## src/hdl/xpr_pkg.sv

```systemverilog
`timescale 1ns / 1ps

package xpr_pkg;

    // Packet geometry
    localparam int unsigned PayloadBytesDefault = 128;
    localparam int unsigned HeaderBytes         = 3;
    localparam int unsigned QueueDepth          = 2;

    // Line codes
    localparam logic [7:0] CODE_SOH = 8'h01;
    localparam logic [7:0] CODE_EOT = 8'h04;
    localparam logic [7:0] CODE_ACK = 8'h06;
    localparam logic [7:0] CODE_NAK = 8'h15;
    localparam logic [7:0] CODE_CAN = 8'h18;
    localparam logic [7:0] SEQ_COMPL_MASK = 8'hFF;

    // Configuration registers
    localparam int unsigned CfgIndexW = 2;
    localparam int unsigned CfgDataW  = 16;
    localparam logic [CfgIndexW-1:0] CFG_TIMEOUT_TICKS = 2'd0;
    localparam logic [CfgIndexW-1:0] CFG_RETRY_LIMIT   = 2'd1;
    localparam logic [15:0] TIMEOUT_TICKS_RESET = 16'd3000;
    localparam logic [3:0]  RETRY_LIMIT_RESET   = 4'd3;

    // Request codes on the input channel
    localparam logic [1:0] REQ_BEGIN = 2'd0;
    localparam logic [1:0] REQ_BYTE  = 2'd1;
    localparam logic [1:0] REQ_TICK  = 2'd2;

    // Round outcome reported with every result
    typedef enum logic [2:0] {
        ST_BUSY       = 3'd0,
        ST_ACCEPTED   = 3'd1,
        ST_REJECTED   = 3'd2,
        ST_INCOMPLETE = 3'd3,
        ST_NODATA     = 3'd4,
        ST_END        = 3'd5,
        ST_CANCELLED  = 3'd6
    } t_status;

    // Classified command passed from front to back
    typedef enum logic [1:0] {
        CMD_BEGIN  = 2'd0,
        CMD_BYTE   = 2'd1,
        CMD_TICK   = 2'd2,
        CMD_IGNORE = 2'd3
    } t_cmd;

    typedef struct packed {
        t_cmd       cmd;
        logic [7:0] data;
    } t_q_entry;

    typedef struct packed {
        logic       tx_valid;
        logic [7:0] tx_byte;
        logic       payload_valid;
        logic [7:0] payload_byte;
        logic [6:0] payload_index;
        t_status    status;
    } t_result;

endpackage

```

## src/hdl/xpr_front.sv

```systemverilog
`timescale 1ns / 1ps

module xpr_front (
    input  logic               i_clk,
    input  logic               i_rst_n,
    input  logic               i_in_valid,
    output logic               o_in_ready,
    input  logic [1:0]         i_req_type,
    input  logic [7:0]         i_rx_byte,
    output logic               o_q_valid,
    input  logic               i_q_pop,
    output xpr_pkg::t_q_entry  o_q_head
);
    import xpr_pkg::*;

    localparam int unsigned PtrW = $clog2(QueueDepth);
    localparam int unsigned CntW = $clog2(QueueDepth + 1);

    t_q_entry            r_mem [QueueDepth];
    logic [PtrW-1:0]     r_wr_ptr, n_wr_ptr;
    logic [PtrW-1:0]     r_rd_ptr, n_rd_ptr;
    logic [CntW-1:0]     r_count,  n_count;
    t_q_entry            w_entry;
    logic                w_push, w_pop;

    // Classify the request
    always_comb begin
        w_entry.data = i_rx_byte;
        case (i_req_type)
            REQ_BEGIN: w_entry.cmd = CMD_BEGIN;
            REQ_BYTE:  w_entry.cmd = CMD_BYTE;
            REQ_TICK:  w_entry.cmd = CMD_TICK;
            default:   w_entry.cmd = CMD_IGNORE;
        endcase
    end

    assign o_in_ready = (r_count != CntW'(QueueDepth));
    assign o_q_valid  = (r_count != '0);
    assign o_q_head   = r_mem[r_rd_ptr];
    assign w_push     = i_in_valid && o_in_ready;
    assign w_pop      = i_q_pop && o_q_valid;

    // Advance pointers and fill level
    always_comb begin
        n_wr_ptr = r_wr_ptr;
        n_rd_ptr = r_rd_ptr;
        n_count  = r_count;
        if (w_push) begin
            n_wr_ptr = (r_wr_ptr == PtrW'(QueueDepth - 1)) ? '0 : r_wr_ptr + 1'b1;
        end
        if (w_pop) begin
            n_rd_ptr = (r_rd_ptr == PtrW'(QueueDepth - 1)) ? '0 : r_rd_ptr + 1'b1;
        end
        case ({w_push, w_pop})
            2'b10:   n_count = r_count + 1'b1;
            2'b01:   n_count = r_count - 1'b1;
            default: n_count = r_count;
        endcase
    end

    always_ff @(posedge i_clk) begin
        if (!i_rst_n) begin
            r_wr_ptr <= '0;
            r_rd_ptr <= '0;
            r_count  <= '0;
        end else begin
            r_wr_ptr <= n_wr_ptr;
            r_rd_ptr <= n_rd_ptr;
            r_count  <= n_count;
        end
    end

    // Store the classified transfer
    always_ff @(posedge i_clk) begin
        if (w_push) begin
            r_mem[r_wr_ptr] <= w_entry;
        end
    end

endmodule

```

## src/hdl/xpr_back.sv

```systemverilog
`timescale 1ns / 1ps

module xpr_back #(
    parameter int unsigned PAYLOAD_BYTES = xpr_pkg::PayloadBytesDefault
) (
    input  logic                            i_clk,
    input  logic                            i_rst_n,
    input  logic                            i_cfg_valid,
    input  logic [xpr_pkg::CfgIndexW-1:0]   i_cfg_index,
    input  logic [xpr_pkg::CfgDataW-1:0]    i_cfg_data,
    input  logic                            i_q_valid,
    output logic                            o_q_pop,
    input  xpr_pkg::t_q_entry               i_q_head,
    output logic                            o_out_valid,
    input  logic                            i_out_ready,
    output xpr_pkg::t_result                o_result
);
    import xpr_pkg::*;

    localparam int unsigned FrameBytes = PAYLOAD_BYTES + HeaderBytes + 1;
    localparam int unsigned CountW     = $clog2(FrameBytes);

    // Configuration
    logic [15:0]       r_timeout_ticks;
    logic [3:0]        r_retry_limit;

    // Protocol state
    logic              r_reply_ack,  n_reply_ack;
    logic [7:0]        r_expected,   n_expected;
    logic [3:0]        r_retry,      n_retry;
    logic [CountW-1:0] r_byte_count, n_byte_count;
    logic [7:0]        r_sum,        n_sum;
    logic [7:0]        r_first,      n_first;
    logic [7:0]        r_seq,        n_seq;
    logic              r_receiving,  n_receiving;
    logic [15:0]       r_ticks,      n_ticks;

    // Output register
    logic              r_out_valid;
    t_result           r_out, n_out;

    logic              w_step;
    logic [7:0]        w_b;
    logic [7:0]        w_next_seq;
    logic [CountW-1:0] w_data_idx;

    assign w_step     = i_q_valid && (!r_out_valid || i_out_ready);
    assign o_q_pop    = w_step;
    assign o_out_valid = r_out_valid;
    assign o_result   = r_out;
    assign w_b        = i_q_head.data;
    assign w_next_seq = r_expected + 8'd1;
    assign w_data_idx = r_byte_count - CountW'(HeaderBytes);

    // Work out one command against the round state
    always_comb begin
        n_reply_ack  = r_reply_ack;
        n_expected   = r_expected;
        n_retry      = r_retry;
        n_byte_count = r_byte_count;
        n_sum        = r_sum;
        n_first      = r_first;
        n_seq        = r_seq;
        n_receiving  = r_receiving;
        n_ticks      = r_ticks;
        n_out        = '0;
        n_out.status = ST_BUSY;

        case (i_q_head.cmd)
            CMD_BEGIN: begin
                if (!r_receiving) begin
                    if (!r_reply_ack && (r_retry >= r_retry_limit)) begin
                        n_out.tx_valid = 1'b1;
                        n_out.tx_byte  = CODE_CAN;
                        n_out.status   = ST_CANCELLED;
                    end else begin
                        n_retry        = r_reply_ack ? 4'd1 : r_retry + 4'd1;
                        n_out.tx_valid = 1'b1;
                        n_out.tx_byte  = r_reply_ack ? CODE_ACK : CODE_NAK;
                        n_receiving    = 1'b1;
                        n_byte_count   = '0;
                        n_sum          = '0;
                        n_ticks        = '0;
                    end
                end
            end
            CMD_BYTE: begin
                if (r_receiving) begin
                    n_byte_count = r_byte_count + 1'b1;
                    if (r_byte_count == '0) begin
                        n_first = w_b;
                        if (w_b == CODE_EOT) begin
                            // sender has nothing more: end the transfer
                            n_retry        = '0;
                            n_expected     = '0;
                            n_reply_ack    = 1'b0;
                            n_receiving    = 1'b0;
                            n_byte_count   = r_byte_count;
                            n_out.tx_valid = 1'b1;
                            n_out.tx_byte  = CODE_ACK;
                            n_out.status   = ST_END;
                        end
                    end else if (r_byte_count == CountW'(1)) begin
                        n_seq = w_b;
                    end else if (r_byte_count == CountW'(2)) begin
                        if ((r_seq ^ w_b) != SEQ_COMPL_MASK) begin
                            n_first = '0;
                        end
                    end else if (r_byte_count < CountW'(FrameBytes - 1)) begin
                        n_out.payload_valid = 1'b1;
                        n_out.payload_byte  = w_b;
                        n_out.payload_index = w_data_idx[6:0];
                        n_sum               = r_sum + w_b;
                    end else begin
                        // checksum byte: judge the packet
                        n_receiving  = 1'b0;
                        n_byte_count = r_byte_count;
                        if ((r_first == CODE_SOH) && (r_seq == w_next_seq)
                                && (r_sum == w_b)) begin
                            n_expected   = w_next_seq;
                            n_reply_ack  = 1'b1;
                            n_out.status = ST_ACCEPTED;
                        end else begin
                            n_reply_ack  = 1'b0;
                            n_out.status = ST_REJECTED;
                        end
                    end
                end
            end
            CMD_TICK: begin
                if (r_receiving) begin
                    n_ticks = r_ticks + 16'd1;
                    if (n_ticks >= r_timeout_ticks) begin
                        n_receiving = 1'b0;
                        n_reply_ack = 1'b0;
                        if (r_byte_count != '0) begin
                            n_out.status = ST_INCOMPLETE;
                        end else begin
                            n_retry      = '0;
                            n_expected   = '0;
                            n_out.status = ST_NODATA;
                        end
                    end
                end
            end
            default: begin
                n_out.status = ST_BUSY;
            end
        endcase
    end

    // Hold configuration
    always_ff @(posedge i_clk) begin
        if (!i_rst_n) begin
            r_timeout_ticks <= TIMEOUT_TICKS_RESET;
            r_retry_limit   <= RETRY_LIMIT_RESET;
        end else if (i_cfg_valid) begin
            case (i_cfg_index)
                CFG_TIMEOUT_TICKS: r_timeout_ticks <= i_cfg_data;
                CFG_RETRY_LIMIT:   r_retry_limit   <= i_cfg_data[3:0];
                default:           r_retry_limit   <= r_retry_limit;
            endcase
        end
    end

    // Advance round state on each command taken from the queue
    always_ff @(posedge i_clk) begin
        if (!i_rst_n) begin
            r_reply_ack  <= 1'b0;
            r_expected   <= '0;
            r_retry      <= '0;
            r_byte_count <= '0;
            r_sum        <= '0;
            r_first      <= '0;
            r_seq        <= '0;
            r_receiving  <= 1'b0;
            r_ticks      <= '0;
            r_out_valid  <= 1'b0;
        end else begin
            if (w_step) begin
                r_reply_ack  <= n_reply_ack;
                r_expected   <= n_expected;
                r_retry      <= n_retry;
                r_byte_count <= n_byte_count;
                r_sum        <= n_sum;
                r_first      <= n_first;
                r_seq        <= n_seq;
                r_receiving  <= n_receiving;
                r_ticks      <= n_ticks;
                r_out_valid  <= 1'b1;
            end else if (i_out_ready) begin
                r_out_valid  <= 1'b0;
            end
        end
    end

    // Load the result register
    always_ff @(posedge i_clk) begin
        if (w_step) begin
            r_out <= n_out;
        end
    end

endmodule

```

## src/hdl/xmodem_packet_receiver_top.sv

```systemverilog
`timescale 1ns / 1ps
// An input transfer is written into the queue, then its result is loaded into
// the result register (queue write, then the result register); the result side can stall it.
// Throughput: one item per cycle while the result side does not stall; each item is one round-state update.
// Reset: synchronous, active low; clears the queue, the round state and the
// result valid flag, and loads timeout_ticks 3000 and retry_limit 3.
module xmodem_packet_receiver_top #(
    parameter int unsigned PAYLOAD_BYTES = xpr_pkg::PayloadBytesDefault
) (
    input  logic                           i_clk,
    input  logic                           i_rst_n,
    // configuration
    input  logic                           i_cfg_valid,
    output logic                           o_cfg_ready,
    input  logic [xpr_pkg::CfgIndexW-1:0]  i_cfg_index,
    input  logic [xpr_pkg::CfgDataW-1:0]   i_cfg_data,
    // input items
    input  logic                           i_in_valid,
    output logic                           o_in_ready,
    input  logic [1:0]                     i_req_type,
    input  logic [7:0]                     i_rx_byte,
    // result items
    output logic                           o_out_valid,
    input  logic                           i_out_ready,
    output logic                           o_tx_valid,
    output logic [7:0]                     o_tx_byte,
    output logic                           o_payload_valid,
    output logic [7:0]                     o_payload_byte,
    output logic [6:0]                     o_payload_index,
    output logic [2:0]                     o_status
);
    import xpr_pkg::*;

    logic      w_q_valid;
    logic      w_q_pop;
    t_q_entry  w_q_head;
    t_result   w_result;

    assign o_cfg_ready = 1'b1;

    xpr_front u_front (
        .i_clk      (i_clk),
        .i_rst_n    (i_rst_n),
        .i_in_valid (i_in_valid),
        .o_in_ready (o_in_ready),
        .i_req_type (i_req_type),
        .i_rx_byte  (i_rx_byte),
        .o_q_valid  (w_q_valid),
        .i_q_pop    (w_q_pop),
        .o_q_head   (w_q_head)
    );

    xpr_back #(
        .PAYLOAD_BYTES (PAYLOAD_BYTES)
    ) u_back (
        .i_clk       (i_clk),
        .i_rst_n     (i_rst_n),
        .i_cfg_valid (i_cfg_valid),
        .i_cfg_index (i_cfg_index),
        .i_cfg_data  (i_cfg_data),
        .i_q_valid   (w_q_valid),
        .o_q_pop     (w_q_pop),
        .i_q_head    (w_q_head),
        .o_out_valid (o_out_valid),
        .i_out_ready (i_out_ready),
        .o_result    (w_result)
    );

    // Unpack the result fields
    assign o_tx_valid      = w_result.tx_valid;
    assign o_tx_byte       = w_result.tx_byte;
    assign o_payload_valid = w_result.payload_valid;
    assign o_payload_byte  = w_result.payload_byte;
    assign o_payload_index = w_result.payload_index;
    assign o_status        = w_result.status;

endmodule
```

## config.mk

```make
export PLATFORM = sky130hd
export DESIGN_NAME = xmodem_packet_receiver_top
export DESIGN_NICKNAME = d
export VERILOG_FILES = /design/src/hdl/xpr_pkg.sv /design/src/hdl/xpr_front.sv /design/src/hdl/xpr_back.sv /design/src/hdl/xmodem_packet_receiver_top.sv
export SDC_FILE = /design/constraint.sdc
export NUM_CORES = 1
export LEC_CHECK = 0
export BUFFER_PORTS_ARGS = -buffer_cell sky130_fd_sc_hd__buf_2
export CORE_ASPECT_RATIO = 1.2
export CORE_MARGIN = 3
export CORE_UTILIZATION = 45
export CTS_CLUSTER_SIZE = 14
export DETAILED_ROUTE_END_ITERATION = 6
export HOLD_SLACK_MARGIN = 0.08
export PLACE_DENSITY = 0.73
export RECOVER_POWER = 25
export SYNTH_ARGS = -nofsm -noshare
export SYNTH_HDL_FRONTEND = slang
export SYNTH_SLANG_ARGS = --single-unit
export TNS_END_PERCENT = 100
```

## constraint.sdc

```tcl
create_clock -name i_clk -period 7.5 [get_ports i_clk]
set_clock_uncertainty 0.15 [all_clocks]
set_input_delay 1.875 -clock i_clk [delete_from_list [all_inputs] [get_ports i_clk]]
set_output_delay 1.875 -clock i_clk [all_outputs]
set_load 0.02 [all_outputs]
```

Yosys cells after proc, flatten, opt, wreduce, memory -nomap -nowiden

Memory sizes are Yosys's and may differ from the RTL's. A register that Yosys moved wholly into a read port is not among the register bits.
Cells that the tools add are included.

Bitwise gates (word level): 5
Multiplexer cells: 96
Reductions and logical operators: 36
Order comparisons: 3
Add/subtract/negate cells: 10
Multiply operators: 0
Shift operators: 0
Eq/ne operators: 35
Divide/modulo/power cells: 0

Operators by type and width:

| cell                  | number |
|---|---|
| $mux 8                | 28 |
| $mux 16               | 5 |
| $pmux 8 s2            | 3 |
| $mux 19               | 2 |
| $mux 4                | 9 |
| $pmux 16 s2           | 1 |
| $mux 28               | 1 |
| $mux 1                | 27 |
| $mux 9                | 3 |
| $mux 3                | 7 |
| $pmux 9 s2            | 1 |
| $reduce_and 9->1      | 2 |
| $add 16x1->16 const B | 1 |
| $add 8x1->8 const B   | 2 |
| $eq 8x1->1 const B    | 2 |
| $eq 8x8->1            | 2 |
| $ge 16x16->1          | 1 |
| $reduce_bool 2->1     | 8 |
| $ne 2x1->1 const B    | 7 |
| $ne 2x2->1 const B    | 7 |
| $pmux 4 s3            | 1 |
| $reduce_and 11->1     | 1 |
| $reduce_and 10->1     | 1 |
| $reduce_and 5->1      | 2 |
| other kinds (38)      | 61 |

Output and inout port bits: 31
Bits in read-only memories: 0
Memories: 1
Register bits after elaboration: 115
Bits of input ports: 33
RAM bits: 20
Bits in latches: 0

Memories:

| memory        | depth | bits a word | rd ports | clocked after memory_dff | write ports | RTL line        | RTL |
|---|---|---|---|---|---|---|---|
| u_front.r_mem | 2     | 10          | 1        | 1                        | 1           | xpr_front.sv:19 | `t_q_entry r_mem [QueueDepth];` |

Longest topological paths before layout

Depth after elaboration: 11
Gate-level depth with buffers: 14
Depth with buffers taken out: 14

Hierarchy

A second synthesis with hierarchy kept.

Cell total of the unflattened synthesis: 756
Area total of the unflattened synthesis: 7135.6 sq um

By module, submodules not included:

| module                     | cells each | sequential area each (sq um) | area an instance (sq um) | times used |
|---|---|---|---|---|
| xpr_back                   | 696        | 2412.3                       | 6172.2                   | 1 |
| xpr_front                  | 58         | 700.7                        | 952.2                    | 1 |
| xmodem_packet_receiver_top | 2          | 0.0                          | 11.3                     | 1 |

Worst setup path before layout

No wires, ideal clock.

Path type: input -> register
Start point: input i_out_ready
End point: register u_back.r_ticks[15]
Buffers on the path: 2
Data arrival time: 3.994 ns
Library setup time: 0.076 ns
Slack: 3.280 ns
Data required time: 7.274 ns
Cell stages on the path: 8
Path through: nor2b_1 > or2_2 > clkbuf_8 > clkinv_1 > a41oi_1 > clkbuf_1 > o21ai_0 > a21boi_0

Cells in the longest elaborated chain, start to end: 3

Ends and longest elaborated chain:

| what                              | RTL line                         | RTL |
|---|---|---|
| from (decl)                       | xmodem_packet_receiver_top.sv:24 | `input logic i_out_ready,` |
| $logic_or 1x1->1                  | xpr_back.sv:47                   | `assign w_step = i_q_valid && (!r_out_valid \|\| i_out_ready);` |
| $logic_and 1x1->1                 | xpr_back.sv:47                   |  |
| via u_back.o_q_pop                | xpr_back.sv:12                   | `output logic o_q_pop,` |
| $reduce_and 5->1 (no source line) | --                               |  |
| to (signal assigned)              | xpr_back.sv:189                  | `r_ticks <= n_ticks;` |
| to (decl)                         | xpr_back.sv:36                   | `logic [15:0] r_ticks, n_ticks;` |

The timed path passes the listed nets, and every way through them passes these cells.
A chain may end at the register's enable or synchronous reset.

Worst setup path in the final report

Start point: input i_rst_n
End point: register u_back.r_seq[4]

RTL lines:

| what                 | RTL line                         | RTL |
|---|---|---|
| from (decl)          | xmodem_packet_receiver_top.sv:11 | `input logic i_rst_n,` |
| to (signal assigned) | xpr_back.sv:187                  | `r_seq <= n_seq;` |
| to (decl)            | xpr_back.sv:34                   | `logic [7:0] r_seq, n_seq;` |

No word-level cell between the ends.

==> out/metrics.cfg <==
[run_status]
status = complete, but fails checks
violations = max-capacitance violations, max-slew violations

[global_routing]
grt_pass1_wl_um = 27500
antenna_found_initial = 0
grt.total_usage_pct = 19.2
gr-total-overflow = 0
grt_pass1_vias = 5720
grt_max_degree = 66

[route]
wl_per_cell_um = 15.6
wirelength_um = 16400
drt_iter0_markers = 294
via_count = 5837
first_pass_iters = 5
avgViaCountPerCell = 5.54
drcViolationCount = 0
ant_nets = 0

[logic_synthesis]
synth_commonest_cells = dfxtp_1 (88), nand2_1 (71), nor2_1 (65)
synthCells = 787
yosys.cell_count.top_type = dfxtp_1
ys_seq_elements = 133
synthTopCellsByArea = dfxtp_1 (24%), edfxtp_1 (18%), ha_1 (6.8%), xnor2_1 (4.0%), nand2_1 (3.6%)
yosys_warnings = 0
netlist.area_leader.share_pct = 24.1
synth_top_flop_cell = dfxtp_1
synthArstFlopShare_pct = 0
yosysSeqAreaShare_pct = 42.5
synth_top_cell_by_area = dfxtp_1
synth_area_sq_mm = 0.00732
synth_cell_types = 83
syn_area_per_cell_sq_um = 9.30
synth_edf_count = 45

[floorplanning]
io-pin-count = 64
die_area_sq_mm = 0.0178
start_util_pct = 46.4
dieWidth_um = 122
fp.dieH_um = 146
core_region_area_sq_mm = 0.0158
row_count = 50

[placement]
hpwlAfterDp_um = 11600
globalplace.congestion = 0.842
io_buffer_count = 59

[clocking]
tritoncts = built
cts-hold-fix-buffers = 0
postCtsResizedCells = 0
clk_pin_slew_ns = 0.06
cts_setup_buffers = 0
clockBufferDepth = 2
cts.htree.levels = 4
root_buffer = clkbuf_16
clock_sinks = 133
clk_latency_ns = 0.43
numCtsBuffers = 17

[finish]
drive_gt1_share_pct = 13.5
diodes = 0
syn_to_final_growth_pct = 12.6
nNetsFinal = 906

[sta]
worst_pin_slew_ns = 2.77
rsz0062_at_grt = no
fin_crit_ns = 5.09
finalSetupTns_ns = 0
min_period_over_period_pct = 67.9
drv_slew = 66
slew_headroom_pct = -84.9
setup_viol = 0
max_freq_mhz = 196
whs_ns = 0.308
hold_violations = 0

[setup_path]
path_delay_family = buffers and inverters
crit_slowest_cell = clkbuf_1
end_kind = flop
crit_chain = buf_2 -> clkbuf_1 -> inv_2 -> a211oi_1
required_ns = 7.67
critPathMaxFanout = 65
crit_buf_inv = 3
crit_type = in -> reg
start_kind = input pin
cp.arrival_ns = 5.26
crit_path_max_incr_delay_ns = 1.96

[pwr]
p_leak_nw = 3.27
power_density_mw_per_mm2 = 273
vdd_ir_drop_max_uv = 166

[job]
maxCapViolations = 1

[worst_hold_path]
hold_path_class = reg -> reg

## stage by stage
stage	total power, W	worst slack [ns]	cells	area (sq um)	utilization [%]
2_1_floorplan	0.00132	3.28	789	7320	-
3_3_place_gp	0.00148	2.86	1021	7690	48.8
5_1_grt	0.00237	2.00	1053	8240	52.3
6_report	0.00225	2.41	1053	8240	52.3
4_1_cts	0.00227	3.20	1053	8250	52.3
3_5_place_dp	0.00149	2.79	1021	7690	48.8
## metal layers
metal | track usage (%) | vias to the layer above | share of wire [%]
met2 | 31.6 | 130 | 48
li1 | - | 2920 | -
met3 | 5.21 | 36 | 4.6
met4 | 7.96 | 0 | 3.1
met5 | 0 | - | 0
met1 | 23.5 | 2751 | 44
## worst register-to-register path: cells and delay by family, from the launching register on
kind / cells / cell delay (ns)
AOI/OAI and AO/OA: 2 / 0.62
adders and majority gates: 2 / 0.59
xor gates and xnor gates: 1 / 0.17
and+or+nand+nor: 9 / 2.08
DFF: 1 / 0.46
## placed cells by master (no fill, tap or decap), types with 3 or more instances in the layout
cell type | synthesis | layout
nor3_1 | 17 | 17
nand4_1 | 12 | 12
buf_4 | 4 | 4
o21a_1 | 3 | 3
nand2_1 | 71 | 71
conb_1 | 2 | 4
a21boi_0 | 17 | 17
or2_2 | 7 | 7
mux2i_1 | 16 | 16
buf_2 | 4 | 53
nor3b_1 | 5 | 4
o211a_1 | 8 | 8
clkbuf_16 | 0 | 19
a31oi_1 | 11 | 11
o32ai_1 | 4 | 4
xor2_1 | 14 | 14
edfxtp_1 | 45 | 45
or3_1 | 11 | 11
dfxtp_1 | 88 | 88
a211oi_1 | 6 | 6
clkbuf_1 | 24 | 10
nand2b_1 | 11 | 11
a21oi_1 | 41 | 41
inv_1 | 44 | 44
ha_1 | 40 | 40
and3_1 | 8 | 8
nand3_1 | 27 | 27
clkinv_2 | 0 | 5
o21ai_0 | 26 | 26
nor4_1 | 12 | 12
xnor2_1 | 33 | 33
o211ai_1 | 11 | 11
and2_1 | 6 | 6
nand3b_1 | 6 | 6
a41o_1 | 4 | 4
nor2b_1 | 16 | 16
a22oi_1 | 11 | 11
nor2_1 | 65 | 65
## path summary, 6_finish.rpt
path	start	to	slack, ns	depth (start not counted)
worst max-delay path	i_rst_n	u_back.r_seq[4]	2.41	4
worst min-delay path	u_back.r_timeout_ticks[13]	u_back.r_timeout_ticks[13]	0.31	2
worst max register to register	u_back.r_ticks[0]	u_back.r_retry[3]	3.35	14
worst min register to register	u_back.r_timeout_ticks[13]	u_back.r_timeout_ticks[13]	0.31	2
## cell families after synthesis
logic type / Yosys count / share of synthesized area (%)
other: 2 / 0.103
adders and majority gates: 41 / 7.11
and+or+nand+nor: 289 / 20.4
DFF: 133 / 42.5
muxes: 17 / 2.34
buffers and inverters: 87 / 5.57
xor gates and xnor gates: 47 / 5.63
AOI/OAI and AO/OA: 171 / 16.3
## power breakdown
part,internal (W),total [W],switching (W)
clock,0.000476,0.000779,0.000302
sequential,0.000858,0.000909,0.0000510
combinational,0.000181,0.000561,0.000380
## registers in the layout, indices dropped and copies added (netlist names), named ones only
name,cells
u_back.o_out_valid,1
u_back.o_result,25
u_back.r_byte_count,8
u_back.r_expected,8
u_back.r_first,8
u_back.r_receiving,1
u_back.r_reply_ack,1
u_back.r_retry,4
u_back.r_retry_limit,4
u_back.r_seq,8
u_back.r_sum,8
u_back.r_ticks,16
u_back.r_timeout_ticks,16
u_front.r_count,2
u_front.r_mem,20
u_front.r_rd_ptr,1
u_front.r_wr_ptr,1
## final cells by class
cell class	count	area [sq um]
Clock inverter	8	45.0
Timing Repair Buffer	64	322
Clock buffer	24	514
Inverter	47	176
Tap cell	208	260
Multi-Input combinational cell	569	3810
Fill cell	1495	7530
Sequential cell	133	3110
Note: power is estimated with default switching activity, not from simulation.
